<file path="src/rtl/cpsat_pkg.sv">
// Shared constants, command type and address helper for the polygon overlap block.
package cpsat_pkg;

  localparam int MAX_VERTS   = 8;
  localparam int COORD_W     = 16;
  localparam int STORE_DEPTH = 2 * MAX_VERTS;
  localparam int IDX_W       = $clog2(MAX_VERTS);
  localparam int CNT_W       = $clog2(MAX_VERTS + 1);
  localparam int ADDR_W      = $clog2(STORE_DEPTH);
  localparam int WORD_W      = 2 * COORD_W;
  localparam int AXIS_W      = COORD_W + 1;
  localparam int PROD_W      = COORD_W + AXIS_W;
  localparam int DOT_W       = PROD_W + 1;
  localparam int QUEUE_DEPTH = 4;
  localparam int QPTR_W      = $clog2(QUEUE_DEPTH);

  // One queued command: an optional vertex write and an optional test start
  typedef struct packed {
    logic              wr;
    logic [ADDR_W-1:0] addr;
    logic [WORD_W-1:0] word;
    logic              test;
    logic [CNT_W-1:0]  cnt_a;
    logic [CNT_W-1:0]  cnt_b;
    logic              ovf;
  } cmd_t;

  // Map a polygon select and vertex index to a store address
  function automatic logic [ADDR_W-1:0] addr_of(input logic poly, input logic [IDX_W-1:0] idx);
    logic [ADDR_W-1:0] base;
    base = poly ? ADDR_W'(MAX_VERTS) : '0;
    return base + ADDR_W'(idx);
  endfunction

endpackage

</file>
<file path="src/rtl/cpsat_queue.sv">
// Short command queue between the vertex front end and the test engine.
module cpsat_queue import cpsat_pkg::*; (
  input  logic clk,
  input  logic rst_n,
  input  logic push,
  input  cmd_t push_cmd,
  output logic full,
  input  logic pop,
  output cmd_t head,
  output logic empty
);

  cmd_t                q_mem [QUEUE_DEPTH];
  logic [QPTR_W-1:0]   wr_ptr_r, wr_ptr_nxt;
  logic [QPTR_W-1:0]   rd_ptr_r, rd_ptr_nxt;
  logic [QPTR_W:0]     count_r, count_nxt;

  assign full  = (count_r == (QPTR_W+1)'(QUEUE_DEPTH));
  assign empty = (count_r == '0);
  assign head  = q_mem[rd_ptr_r];

  // Advance pointers and occupancy
  always_comb begin
    wr_ptr_nxt = wr_ptr_r;
    rd_ptr_nxt = rd_ptr_r;
    count_nxt  = count_r;
    if (push) begin
      wr_ptr_nxt = wr_ptr_r + QPTR_W'(1);
    end
    if (pop) begin
      rd_ptr_nxt = rd_ptr_r + QPTR_W'(1);
    end
    if (push && !pop) begin
      count_nxt = count_r + (QPTR_W+1)'(1);
    end else if (pop && !push) begin
      count_nxt = count_r - (QPTR_W+1)'(1);
    end
  end

  always_ff @(posedge clk) begin
    if (!rst_n) begin
      wr_ptr_r <= '0;
      rd_ptr_r <= '0;
      count_r  <= '0;
    end else begin
      wr_ptr_r <= wr_ptr_nxt;
      rd_ptr_r <= rd_ptr_nxt;
      count_r  <= count_nxt;
    end
  end

  // Hold entries
  always_ff @(posedge clk) begin
    if (push) begin
      q_mem[wr_ptr_r] <= push_cmd;
    end
  end

endmodule

</file>
<file path="src/rtl/cpsat_front.sv">
// Vertex front end: counts vertices per polygon, drops overflow, issues commands.
module cpsat_front import cpsat_pkg::*; (
  input  logic               clk,
  input  logic               rst_n,
  input  logic               in_valid,
  output logic               in_stall,
  input  logic               in_poly_select,
  input  logic signed [15:0] in_vert_x,
  input  logic signed [15:0] in_vert_y,
  input  logic               in_end_of_pair,
  output logic               push,
  output cmd_t               push_cmd,
  input  logic               q_full
);

  logic [CNT_W-1:0] cnt_a_r, cnt_a_nxt;
  logic [CNT_W-1:0] cnt_b_r, cnt_b_nxt;
  logic             ovf_r, ovf_nxt;
  logic             accept;
  logic             fits;
  logic [CNT_W-1:0] cnt_sel;
  logic [CNT_W-1:0] upd_a, upd_b;

  assign in_stall = q_full;
  assign accept   = in_valid && !in_stall;
  assign cnt_sel  = in_poly_select ? cnt_b_r : cnt_a_r;
  assign fits     = (cnt_sel < CNT_W'(MAX_VERTS));

  // Classify the vertex and build the command
  always_comb begin
    upd_a = cnt_a_r;
    upd_b = cnt_b_r;
    if (fits && !in_poly_select) begin
      upd_a = cnt_a_r + CNT_W'(1);
    end
    if (fits && in_poly_select) begin
      upd_b = cnt_b_r + CNT_W'(1);
    end
    push_cmd.wr    = fits;
    push_cmd.addr  = addr_of(in_poly_select, cnt_sel[IDX_W-1:0]);
    push_cmd.word  = {in_vert_y[COORD_W-1:0], in_vert_x[COORD_W-1:0]};
    push_cmd.test  = in_end_of_pair;
    push_cmd.cnt_a = upd_a;
    push_cmd.cnt_b = upd_b;
    push_cmd.ovf   = ovf_r || !fits;
    push           = accept && (fits || in_end_of_pair);

    cnt_a_nxt = cnt_a_r;
    cnt_b_nxt = cnt_b_r;
    ovf_nxt   = ovf_r;
    if (accept) begin
      if (in_end_of_pair) begin
        cnt_a_nxt = '0;
        cnt_b_nxt = '0;
        ovf_nxt   = 1'b0;
      end else begin
        cnt_a_nxt = upd_a;
        cnt_b_nxt = upd_b;
        ovf_nxt   = ovf_r || !fits;
      end
    end
  end

  always_ff @(posedge clk) begin
    if (!rst_n) begin
      cnt_a_r <= '0;
      cnt_b_r <= '0;
      ovf_r   <= 1'b0;
    end else begin
      cnt_a_r <= cnt_a_nxt;
      cnt_b_r <= cnt_b_nxt;
      ovf_r   <= ovf_nxt;
    end
  end

endmodule

</file>
<file path="src/rtl/cpsat_back.sv">
// Test engine: vertex store, axis sequencer, projection pipeline and result register.
module cpsat_back import cpsat_pkg::*; (
  input  logic clk,
  input  logic rst_n,
  input  logic q_empty,
  input  cmd_t q_head,
  output logic q_pop,
  output logic out_valid,
  input  logic out_stall,
  output logic out_overlap,
  output logic out_vertex_overflow
);

  localparam logic [2:0] ST_IDLE   = 3'd0;
  localparam logic [2:0] ST_EDGE_S = 3'd1;
  localparam logic [2:0] ST_EDGE_E = 3'd2;
  localparam logic [2:0] ST_PROJ   = 3'd3;
  localparam logic [2:0] ST_DRAIN  = 3'd4;
  localparam logic [2:0] ST_DONE   = 3'd5;

  localparam logic [1:0] K_EDGE_S = 2'd0;
  localparam logic [1:0] K_EDGE_E = 2'd1;
  localparam logic [1:0] K_PROJ_A = 2'd2;
  localparam logic [1:0] K_PROJ_B = 2'd3;

  logic [WORD_W-1:0] vstore [STORE_DEPTH];

  logic [2:0]       state_r, state_nxt;
  logic [CNT_W-1:0] cnt_a_r, cnt_a_nxt;
  logic [CNT_W-1:0] cnt_b_r, cnt_b_nxt;
  logic             ovf_r, ovf_nxt;
  logic             ax_poly_r, ax_poly_nxt;
  logic [IDX_W-1:0] ax_idx_r, ax_idx_nxt;
  logic             pr_poly_r, pr_poly_nxt;
  logic [IDX_W-1:0] pr_idx_r, pr_idx_nxt;
  logic             sep_r, sep_nxt;

  logic [CNT_W-1:0] ncur;
  logic             ax_wrap;
  logic [IDX_W-1:0] ax_nidx;
  logic             pr_end_a, pr_end_b;

  logic              wr_en;
  logic              rd_en;
  logic [ADDR_W-1:0] rd_addr;
  logic [1:0]        rd_kind;
  logic              rd_first, rd_last;
  logic              load_out;

  // Read stage
  logic [WORD_W-1:0]         mem_q_r;
  logic                      s1_vld_r;
  logic [1:0]                s1_kind_r;
  logic                      s1_first_r, s1_last_r;
  logic signed [COORD_W-1:0] s1_x, s1_y;

  // Axis and product stage
  logic signed [COORD_W-1:0] p0_x_r, p0_y_r;
  logic signed [AXIS_W-1:0]  ax_r, ay_r;
  logic signed [PROD_W-1:0]  px_r, py_r;
  logic                      s2_vld_r;
  logic                      s2_poly_r, s2_first_r, s2_last_r;

  // Interval stage
  logic signed [DOT_W-1:0]   dot;
  logic signed [DOT_W-1:0]   lo_a_r, hi_a_r, lo_b_r, hi_b_r;
  logic                      cmp_r;

  logic out_valid_r, out_overlap_r, out_ovf_r;

  assign ncur     = ax_poly_r ? cnt_b_r : cnt_a_r;
  assign ax_wrap  = ((CNT_W'(ax_idx_r) + CNT_W'(1)) == ncur);
  assign ax_nidx  = ax_wrap ? '0 : ax_idx_r + IDX_W'(1);
  assign pr_end_a = ((CNT_W'(pr_idx_r) + CNT_W'(1)) == cnt_a_r);
  assign pr_end_b = ((CNT_W'(pr_idx_r) + CNT_W'(1)) == cnt_b_r);
  assign load_out = (state_r == ST_DONE) && (!out_valid_r || !out_stall);

  // Sequence store writes, edge reads and projection reads
  always_comb begin
    state_nxt   = state_r;
    cnt_a_nxt   = cnt_a_r;
    cnt_b_nxt   = cnt_b_r;
    ovf_nxt     = ovf_r;
    ax_poly_nxt = ax_poly_r;
    ax_idx_nxt  = ax_idx_r;
    pr_poly_nxt = pr_poly_r;
    pr_idx_nxt  = pr_idx_r;
    sep_nxt     = sep_r;
    q_pop       = 1'b0;
    wr_en       = 1'b0;
    rd_en       = 1'b0;
    rd_addr     = '0;
    rd_kind     = K_EDGE_S;
    rd_first    = 1'b0;
    rd_last     = 1'b0;

    if (cmp_r && ((hi_a_r < lo_b_r) || (hi_b_r < lo_a_r))) begin
      sep_nxt = 1'b1;
    end

    case (state_r)
      ST_IDLE: begin
        q_pop = !q_empty;
        wr_en = !q_empty && q_head.wr;
        if (!q_empty && q_head.test) begin
          cnt_a_nxt   = q_head.cnt_a;
          cnt_b_nxt   = q_head.cnt_b;
          ovf_nxt     = q_head.ovf;
          ax_poly_nxt = 1'b0;
          ax_idx_nxt  = '0;
          if ((q_head.cnt_a == '0) || (q_head.cnt_b == '0)) begin
            sep_nxt   = 1'b1;
            state_nxt = ST_DONE;
          end else begin
            sep_nxt   = 1'b0;
            state_nxt = ST_EDGE_S;
          end
        end
      end
      ST_EDGE_S: begin
        rd_en     = 1'b1;
        rd_addr   = addr_of(ax_poly_r, ax_idx_r);
        rd_kind   = K_EDGE_S;
        state_nxt = ST_EDGE_E;
      end
      ST_EDGE_E: begin
        rd_en       = 1'b1;
        rd_addr     = addr_of(ax_poly_r, ax_nidx);
        rd_kind     = K_EDGE_E;
        pr_poly_nxt = 1'b0;
        pr_idx_nxt  = '0;
        state_nxt   = ST_PROJ;
      end
      ST_PROJ: begin
        rd_en    = 1'b1;
        rd_addr  = addr_of(pr_poly_r, pr_idx_r);
        rd_kind  = pr_poly_r ? K_PROJ_B : K_PROJ_A;
        rd_first = (pr_idx_r == '0);
        rd_last  = pr_poly_r && pr_end_b;
        if (!pr_poly_r) begin
          if (pr_end_a) begin
            pr_poly_nxt = 1'b1;
            pr_idx_nxt  = '0;
          end else begin
            pr_idx_nxt = pr_idx_r + IDX_W'(1);
          end
        end else if (pr_end_b) begin
          // Axis finished: step to the next edge or drain
          if (ax_wrap) begin
            if (!ax_poly_r) begin
              ax_poly_nxt = 1'b1;
              ax_idx_nxt  = '0;
              state_nxt   = ST_EDGE_S;
            end else begin
              state_nxt = ST_DRAIN;
            end
          end else begin
            ax_idx_nxt = ax_nidx;
            state_nxt  = ST_EDGE_S;
          end
        end else begin
          pr_idx_nxt = pr_idx_r + IDX_W'(1);
        end
      end
      ST_DRAIN: begin
        if (!s1_vld_r && !s2_vld_r && !cmp_r) begin
          state_nxt = ST_DONE;
        end
      end
      ST_DONE: begin
        if (load_out) begin
          state_nxt = ST_IDLE;
        end
      end
      default: begin
        state_nxt = ST_IDLE;
      end
    endcase
  end

  always_ff @(posedge clk) begin
    if (!rst_n) begin
      state_r   <= ST_IDLE;
      cnt_a_r   <= '0;
      cnt_b_r   <= '0;
      ovf_r     <= 1'b0;
      ax_poly_r <= 1'b0;
      ax_idx_r  <= '0;
      pr_poly_r <= 1'b0;
      pr_idx_r  <= '0;
      sep_r     <= 1'b0;
    end else begin
      state_r   <= state_nxt;
      cnt_a_r   <= cnt_a_nxt;
      cnt_b_r   <= cnt_b_nxt;
      ovf_r     <= ovf_nxt;
      ax_poly_r <= ax_poly_nxt;
      ax_idx_r  <= ax_idx_nxt;
      pr_poly_r <= pr_poly_nxt;
      pr_idx_r  <= pr_idx_nxt;
      sep_r     <= sep_nxt;
    end
  end

  // Vertex store: one write and one registered read per cycle
  always_ff @(posedge clk) begin
    if (wr_en) begin
      vstore[q_head.addr] <= q_head.word;
    end
    if (rd_en) begin
      mem_q_r <= vstore[rd_addr];
    end
  end

  always_ff @(posedge clk) begin
    s1_kind_r  <= rd_kind;
    s1_first_r <= rd_first;
    s1_last_r  <= rd_last;
  end

  assign s1_x = mem_q_r[COORD_W-1:0];
  assign s1_y = mem_q_r[WORD_W-1:COORD_W];

  // Latch edge start, form the normal (-ey, ex), multiply projections
  always_ff @(posedge clk) begin
    if (s1_vld_r && (s1_kind_r == K_EDGE_S)) begin
      p0_x_r <= s1_x;
      p0_y_r <= s1_y;
    end
    if (s1_vld_r && (s1_kind_r == K_EDGE_E)) begin
      ax_r <= AXIS_W'(p0_y_r) - AXIS_W'(s1_y);
      ay_r <= AXIS_W'(s1_x) - AXIS_W'(p0_x_r);
    end
    px_r       <= PROD_W'(s1_x) * PROD_W'(ax_r);
    py_r       <= PROD_W'(s1_y) * PROD_W'(ay_r);
    s2_poly_r  <= (s1_kind_r == K_PROJ_B);
    s2_first_r <= s1_first_r;
    s2_last_r  <= s1_last_r;
  end

  assign dot = DOT_W'(px_r) + DOT_W'(py_r);

  // Track projection intervals per polygon
  always_ff @(posedge clk) begin
    if (s2_vld_r && !s2_poly_r) begin
      if (s2_first_r || (dot < lo_a_r)) begin
        lo_a_r <= dot;
      end
      if (s2_first_r || (dot > hi_a_r)) begin
        hi_a_r <= dot;
      end
    end
    if (s2_vld_r && s2_poly_r) begin
      if (s2_first_r || (dot < lo_b_r)) begin
        lo_b_r <= dot;
      end
      if (s2_first_r || (dot > hi_b_r)) begin
        hi_b_r <= dot;
      end
    end
  end

  // Pipeline valid flags
  always_ff @(posedge clk) begin
    if (!rst_n) begin
      s1_vld_r <= 1'b0;
      s2_vld_r <= 1'b0;
      cmp_r    <= 1'b0;
    end else begin
      s1_vld_r <= rd_en;
      s2_vld_r <= s1_vld_r && ((s1_kind_r == K_PROJ_A) || (s1_kind_r == K_PROJ_B));
      cmp_r    <= s2_vld_r && s2_last_r;
    end
  end

  // Result register
  always_ff @(posedge clk) begin
    if (!rst_n) begin
      out_valid_r <= 1'b0;
    end else if (load_out) begin
      out_valid_r <= 1'b1;
    end else if (!out_stall) begin
      out_valid_r <= 1'b0;
    end
  end

  always_ff @(posedge clk) begin
    if (load_out) begin
      out_overlap_r <= !sep_r;
      out_ovf_r     <= ovf_r;
    end
  end

  assign out_valid           = out_valid_r;
  assign out_overlap         = out_overlap_r;
  assign out_vertex_overflow = out_ovf_r;

endmodule

</file>
<file path="src/rtl/convex_polygon_overlap_sat.sv">
// Top level of the convex polygon overlap test by separating axes.
//
//   channel   direction  handshake            payload
//   in_       input      in_valid/in_stall    poly_select, vert_x, vert_y, end_of_pair
//   out_      output     out_valid/out_stall  overlap, vertex_overflow
//
// Vertices are taken one per cycle while the command queue has room; each one that
// fits is written to the vertex store at the edge that removes it from the queue.
// With the engine idle and the queue otherwise empty, a test on nA and nB stored
// vertices makes one store read per cycle through the single read port and then
// raises out_valid; an empty polygon gives the result without any store reads.
// Reset clears counts, queue, sequencer and result valid; the store is not cleared.
// A stalled result holds the engine, and the queue then fills and stalls the input.
module convex_polygon_overlap_sat import cpsat_pkg::*; (
  input  logic               clk,
  input  logic               rst_n,
  input  logic               in_valid,
  output logic               in_stall,
  input  logic               in_poly_select,
  input  logic signed [15:0] in_vert_x,
  input  logic signed [15:0] in_vert_y,
  input  logic               in_end_of_pair,
  output logic               out_valid,
  input  logic               out_stall,
  output logic               out_overlap,
  output logic               out_vertex_overflow
);

  logic q_push, q_full, q_pop, q_empty;
  cmd_t q_push_cmd, q_head;

  cpsat_front u_front (
    .clk            (clk),
    .rst_n          (rst_n),
    .in_valid       (in_valid),
    .in_stall       (in_stall),
    .in_poly_select (in_poly_select),
    .in_vert_x      (in_vert_x),
    .in_vert_y      (in_vert_y),
    .in_end_of_pair (in_end_of_pair),
    .push           (q_push),
    .push_cmd       (q_push_cmd),
    .q_full         (q_full)
  );

  cpsat_queue u_queue (
    .clk      (clk),
    .rst_n    (rst_n),
    .push     (q_push),
    .push_cmd (q_push_cmd),
    .full     (q_full),
    .pop      (q_pop),
    .head     (q_head),
    .empty    (q_empty)
  );

  cpsat_back u_back (
    .clk                 (clk),
    .rst_n               (rst_n),
    .q_empty             (q_empty),
    .q_head              (q_head),
    .q_pop               (q_pop),
    .out_valid           (out_valid),
    .out_stall           (out_stall),
    .out_overlap         (out_overlap),
    .out_vertex_overflow (out_vertex_overflow)
  );

  // The front end never pushes into a full queue
  a_no_push_full: assert property (@(posedge clk) disable iff (!rst_n)
    q_push |-> !q_full) else $error("command pushed into full queue");

  // The engine never pops an empty queue
  a_no_pop_empty: assert property (@(posedge clk) disable iff (!rst_n)
    q_pop |-> !q_empty) else $error("command popped from empty queue");

  // An accepted end-of-pair vertex leaves a test command queued
  a_eop_queued: assert property (@(posedge clk) disable iff (!rst_n)
    (in_valid && !in_stall && in_end_of_pair) |=> !q_empty)
    else $error("end-of-pair transfer left no queued command");

endmodule

</file>
<file path="config.mk">
export PLATFORM = sky130hd
export DESIGN_NAME = convex_polygon_overlap_sat
export DESIGN_NICKNAME = d
export VERILOG_FILES = /design/src/rtl/cpsat_pkg.sv /design/src/rtl/cpsat_queue.sv /design/src/rtl/cpsat_front.sv /design/src/rtl/cpsat_back.sv /design/src/rtl/convex_polygon_overlap_sat.sv
export SDC_FILE = /design/constraint.sdc
export NUM_CORES = 2
export LEC_CHECK = 0
export BUFFER_PORTS_ARGS = -buffer_cell sky130_fd_sc_hd__buf_4
export CAP_MARGIN = 20
export CELL_PAD_IN_SITES_DETAIL_PLACEMENT = 1
export CELL_PAD_IN_SITES_GLOBAL_PLACEMENT = 2
export CORE_ASPECT_RATIO = 1.4
export CORE_UTILIZATION = 45
export DETAILED_ROUTE_END_ITERATION = 8
export PLACE_DENSITY_LB_ADDON = 0.12
export RECOVER_POWER = 25
export SYNTH_ARGS = -nofsm -noshare
export SYNTH_HDL_FRONTEND = slang
export SYNTH_SLANG_ARGS = --single-unit
</file>
<file path="constraint.sdc">
create_clock -name clk -period 8.8 [get_ports clk]
set_clock_uncertainty 0.05 [all_clocks]
set_input_delay 0.44 -clock clk [delete_from_list [all_inputs] [get_ports clk]]
set_output_delay 0.44 -clock clk [all_outputs]
set_load 0.005 [all_outputs]
</file>
Yosys cells after proc, flatten, opt, wreduce, memory -nomap -nowiden --
Memory sizes are Yosys's and may differ from the RTL's. A register that Yosys moved wholly into a read port is not among the register bits. Cells that the tools add are included.
Word-level totals: logic and storage cells 205, memory bits (writable) 700, input port bits 38, output and inout port bits 4, flip-flop bits (word level) 318, memories kept 2
Memory list:
- u_back.vstore | depth 16, width 32, read ports 1, clocked after memory_dff 1, wr ports 1, RTL line cpsat_back.sv:26 | logic [WORD_W-1:0] vstore [STORE_DEPTH];
- u_queue.q_mem | depth 4, width 47, read ports 1, clocked after memory_dff 1, wr ports 1, RTL line cpsat_queue.sv:13 | cmd_t q_mem [QUEUE_DEPTH];
Cells by class: reductions and logical operators 61, muxes and demuxes 58, multipliers 2, equal/unequal tests 21, $lt $le $gt $ge 7, $add $sub $neg 17
Operators with widths (count):
- less-than comparator 34 bit | 4
- greater-than comparator 34 bit | 2
- multiplier 16 x 17 -> 33 bit | 2
- 2-to-1 mux 3 bit | 19
- 2-to-1 mux 4 bit | 9
- adder 33 x 33 -> 34 bit | 1
- subtractor 16 x 16 -> 17 bit | 2
- 2-to-1 mux 1 bit | 21
- logical AND 1 bit | 19
- case mux 3 bit (6 select lines) | 1
- adder 4 x 3 -> 4 bit | 4
- AND reduction 5 bit | 3
- inequality test 2 x 1 -> 1 bit (second input constant) | 7
- logical NOT 1 bit | 13
- equality test 4 bit | 3
- case mux 3 bit (2 select lines) | 2
- case mux 4 bit (3 select lines) | 1
- AND reduction 2 bit | 6
- logical OR 1 bit | 10
- adder 3 x 1 -> 3 bit (second input constant) | 3
- equality test 3 bit (second input constant) | 3
- logical NOT 3 bit | 3
- adder 3 x 1 -> 4 bit (second input constant) | 2
- adder 4 x 1 -> 4 bit (second input constant) | 2
- 15 further kinds | 24

Longest topological paths before layout --
depth in word-level cells 8, depth in mapped cells 26

Hierarchy --
A second synthesis with hierarchy kept.
Second synthesis, totals: cell total of the unflattened synthesis 5050, area, all modules 65924.5 um^2
Modules (own cells, without submodules):
- cpsat_back | area each 57831.7 um^2, cells each 4661, instances 1
- cpsat_queue | area each 7252.0 um^2, cells each 288, instances 1
- cpsat_front | area each 840.8 um^2, cells each 101, instances 1

Worst setup path after synthesis --
Ideal clock, no wire load.
path type reg-to-reg, from reg u_back.py_r[0], to reg u_back.hi_a_r[0] (enable), buffers on the path 0, data arrival time 7.374 ns, setup slack 0.854 ns, period minus slack after synthesis 7.946 ns, cell stages (with the launch flop) 21, required time 8.227 ns, cell sequence dfxtp_1 > ha_1 > inv_1 > fa_1 > nor2b_1 > o21ai_0 > a21boi_0 > o21ai_0 > a31o_2 > o211ai_1 > a21oi_1 > o21ba_2 > xnor2_1 > ha_1 > nand4_1 > nor4_1 > a21oi_1 > o31ai_1 > a21o_1 > a21oi_1 > nor4b_1
Between the ends: longest elaborated chain between the ends 4
RTL lines:
- from (decl) | RTL line cpsat_back.sv:60 | logic signed [PROD_W-1:0] px_r, py_r;
- from (signal assigned) | RTL line cpsat_back.sv:235 | py_r <= PROD_W'(s1_y) * PROD_W'(ay_r);
- adder 33 x 33 -> 34 bit | RTL line cpsat_back.sv:241 | assign dot = DOT_W'(px_r) + DOT_W'(py_r);
- via u_back.dot[24] | RTL line cpsat_back.sv:65 | logic signed [DOT_W-1:0] dot;
- greater-than comparator 34 bit | RTL line cpsat_back.sv:249 | if (s2_first_r || (dot > hi_a_r)) begin
- logical OR 1 bit | RTL line cpsat_back.sv:249
- AND reduction 2 bit (no source line)
- to (signal assigned) | RTL line cpsat_back.sv:250 | hi_a_r <= dot;
- to (decl) | RTL line cpsat_back.sv:66 | logic signed [DOT_W-1:0] lo_a_r, hi_a_r, lo_b_r, hi_b_r;
The timed path passes the listed nets, and every way through them passes these cells. A chain may end at the register's enable or synchronous reset.

Worst setup path after layout --
from reg u_back.mem_q_r[7], read port of u_back.vstore, to reg u_back.px_r[31]
Between the ends: longest elaborated chain between the ends 1
RTL lines:
- from (decl) | RTL line cpsat_back.sv:51 | logic [WORD_W-1:0] mem_q_r;
- multiplier 16 x 17 -> 33 bit | RTL line cpsat_back.sv:234 | px_r <= PROD_W'(s1_x) * PROD_W'(ax_r);
- to (signal assigned) | RTL line cpsat_back.sv:234
- to (decl) | RTL line cpsat_back.sv:60
No other way between the ends.

==> key figures <==
Run status
  • Status: complete, but fails checks
  • Violated checks: capacitance limit, slew limit

Timing
  • Fin crit period: 7.15 ns
  • Normalized max-slew margin: -1.25
  • Fmax: 140 MHz
  • Final Cycle Share: 0.813
  • Final Max Tran Viols: 140
  • Worst slew pin tran: 3.37 ns
  • Final hold vios: 0
  • Final setup violation count: 0
  • RSZ-0062 raised after global routing: false
  • Setup TNS: 0 ns

Clock network
  • Root Buffer: clkbuf_16
  • CTS tree: built
  • CTS H-tree depth: 3
  • Max Buffers Root-to-Sink: 3
  • Clk sink count: 1052
  • Num CTS Buffers: 103
  • Clock slew at reported path FFs: 0.07 ns
  • Clock Latency Late Sink: 0.76 ns

Setup path
  • Slowest CP cell: edfxtp_1
  • Critical Path Stages: 22
  • CP startpoint kind: register
  • Crit Path Class: reg -> reg
  • Worst path max stage delay: 0.99 ns
  • RR Startpoint: u_back.mem_q_r[7]
  • Data arrival, critical path: 7.75 ns
  • Reg2reg setup slack: 1.65 ns
  • CP delay by family, top: adder cells
  • CP required: 9.40 ns
  • CP Capture Type: register
  • CP cell instances: nand2_1 > fa_1 > inv_1 > fa_1 > inv_1 > fa_1 > inv_1 > fa_1 > fa_1 > inv_1 > fa_1 > inv_1 > ha_1 > a21oi_1 > o21ai_0 > o21ai_0 > o311ai_0 > a21oi_1 > o221ai_1 > a211o_1 > a21oi_1 > xnor2_1
  • CP bufs+invs: 5
  • Crit path max fanout: 19
  • Worst reg2reg path endpoint: u_back.px_r[31]
  • Critical Path Most Common Cell: fa_1
  • Worst r2r path cells: 22

Logic synthesis
  • Post-synth top flop: edfxtp_1
  • Synth warn: 0
  • Syn nets: 6029
  • Post-synth ARST share: 0
  • Sequential cell area fraction in the yosys report: 0.464
  • Post-synth EDFFs: 936
  • Mapped cell area: 65700 µm²
  • Gate Count Post-Synth: 4992
  • Netlist cell types: 67
  • Synth Register Bits: 1052
  • Avg Cell Area, Syn: 13.2 µm²

Die
  • DIE WIDTH: 325 µm
  • Row cnt: 165
  • # IOs: 42
  • Core Box Area: 145000 µm²
  • Die Height: 454 µm
  • Initial core utilization: 0.454
  • Die footprint: 147000 µm²

Routing
  • Initial DRC count: 1752
  • DR vias: 37708
  • DR WL/cell: 22.6 µm
  • Final wirelength: 161000 µm
  • Drt first pass iters: 5
  • Drc violations: 0
  • Final antenna-violating net count: 0
  • Via density: 5.31

Placed design
  • DP Wirelength: 116000 µm
  • GP Congestion: 0.827
  • Port Buffers: 41

Global routing
  • Vias in the first global route: 42405
  • Antenna violations before repair: 1
  • GRT Util Overall: 0.223
  • Pin count of the biggest net entering global routing: 129
  • Grt total ovfl: 0
  • First-pass GRT wire length: 249000 µm

Hold path
  • Hold Crit Class: in -> reg
  • Hold worst-path end: u_back.state_r[0]
  • Worst hold path stage count: 3
  • Min-delay src: rst_n

Cells and area
  • # fillers: 14545
  • Layout area overhead: 9.78%
  • Nets: 6131
  • Fraction of layout cells with a size suffix above 1: 0.0815

Run
  • Max cap viols: 4
[cells in the final DEF (no fill, tap or decap), drive strengths merged, types with 92 or more instances in the layout]
| master | netlist | routed |
|---|---|---|
| a21o | 92 | 92 |
| a21oi | 145 | 145 |
| and2 | 277 | 277 |
| clkbuf | 110 | 179 |
| dfxtp | 116 | 116 |
| edfxtp | 936 | 936 |
| fa | 556 | 556 |
| ha | 443 | 443 |
| inv | 848 | 853 |
| mux2i | 114 | 114 |
| mux4 | 175 | 175 |
| nand2 | 346 | 346 |
| nor2 | 143 | 143 |
| o21ai | 97 | 97 |
| xnor2 | 98 | 98 |
[tightest hold or removal path, cell delays in order]
cell and delay, ns:
buf_4 0.25, nand2_1 0.11, a211oi_1 0.04
[repair_timing]
action | in CTS | in global routing
endpoints found under the hold margin | 141 | 0
buffers inserted | 0 | 0
resized for setup | 0 | 0
hold buffers | 36 | 0
[registers in the layout, indices dropped and copies added, names as in the netlist, 2 cells and up, named ones only]
register          flops
u_queue.wr_ptr_r      2
u_queue.rd_ptr_r      2
u_back.p0_y_r        16
u_front.cnt_b_r       4
u_back.cnt_a_r        4
u_back.p0_x_r        16
u_back.cnt_b_r        4
u_back.hi_a_r        34
u_back.ay_r          17
u_back.mem_q_r       32
u_back.py_r          33
u_back.vstore       512
u_back.state_r        3
u_queue.count_r       3
u_back.hi_b_r        34
u_back.px_r          33
u_back.s1_kind_r      2
u_back.lo_a_r        34
u_back.ax_idx_r       3
u_queue.q_mem       188
u_back.ax_r          17
u_back.pr_idx_r       3
u_front.cnt_a_r       4
u_back.lo_b_r        34
[worst max path at each step]
stage / from / end / slack [ns]
detailed placement: u_back.mem_q_r[7] / u_back.px_r[31] / 1.66
CTS: u_back.mem_q_r[7] / u_back.px_r[31] / 1.56
floorplan: u_back.py_r[0] / u_back.hi_a_r[0] / 0.85
finish: u_back.mem_q_r[7] / u_back.px_r[31] / 1.65
global placement: u_back.mem_q_r[17] / u_back.py_r[29] / 1.76
global route: u_back.mem_q_r[7] / u_back.px_r[31] / 1.22
[layout make-up]
type | count | area (µm²) | area share
multi-input cells | 2954 | 31600 | 0.438
clock buffers | 130 | 2750 | 0.0381
flip-flops and latches | 1052 | 30400 | 0.422
diodes | 3 | 7.51 | 0.000104
inverters | 848 | 3180 | 0.0442
repair buffers | 135 | 956 | 0.0133
well taps | 1920 | 2400 | 0.0333
clock inverters | 59 | 758 | 0.0105
[through the flow]
step | worst slack, ns | utilization | cell area (µm²) | instances | hold slack, ns
2_1_floorplan | 0.854 | - | 65700 | 4992 | 0.260
3_3_place_gp | 1.76 | 0.473 | 68400 | 6873 | 0.265
3_5_place_dp | 1.66 | 0.473 | 68400 | 6873 | 0.273
4_1_cts | 1.56 | 0.500 | 72200 | 7098 | 0.0745
5_1_grt | 1.22 | 0.499 | 72100 | 7099 | 0.124
6_report | 1.65 | 0.499 | 72100 | 7101 | 0.120
[cells by family after synthesis]
| family | after synthesis | share of synthesized area |
|---|---|---|
| AOI/OAI and AO/OA | 514 | 0.0505 |
| xor gates and xnor gates | 138 | 0.0184 |
| adders and majority gates | 999 | 0.254 |
| buffers and inverters | 986 | 0.0581 |
| DFF | 1052 | 0.464 |
| muxes | 294 | 0.0783 |
| and+or+nand+nor | 1009 | 0.0772 |
[synth_stat cells, types with 20 or more instances]
| master | instances | area (µm²) |
|---|---|---|
| and2_1 | 277 | 1730 |
| nand3_1 | 38 | 190 |
| a21o_1 | 92 | 691 |
| fa_1 | 556 | 11100 |
| nor3_1 | 20 | 100 |
| nand2_1 | 346 | 1300 |
| ha_1 | 443 | 5540 |
| clkbuf_1 | 110 | 413 |
| a211oi_1 | 27 | 203 |
| mux2i_1 | 114 | 1140 |
| nor2b_1 | 47 | 294 |
| nor2_1 | 142 | 533 |
| nand2b_1 | 40 | 250 |
| dfxtp_1 | 116 | 2320 |
| inv_1 | 848 | 3180 |
| xor2_1 | 40 | 350 |
| o21a_1 | 25 | 188 |
| nand4_1 | 41 | 257 |
| edfxtp_1 | 936 | 28100 |
| xnor2_1 | 98 | 858 |
| a21oi_1 | 145 | 726 |
| mux4_2 | 175 | 3940 |
| o21ai_0 | 97 | 485 |
[layer usage]
layer,share of wire,track usage,vias to the layer above
met2,0.56,0.439,505
met1,0.38,0.248,19698
met4,0.032,0.0699,0
met3,0.025,0.0222,210
met5,0,0,-
li1,-,-,17295
Power is not shown: default switching activity piles up to over one toggle a cycle in this logic, so the estimate is an artifact.
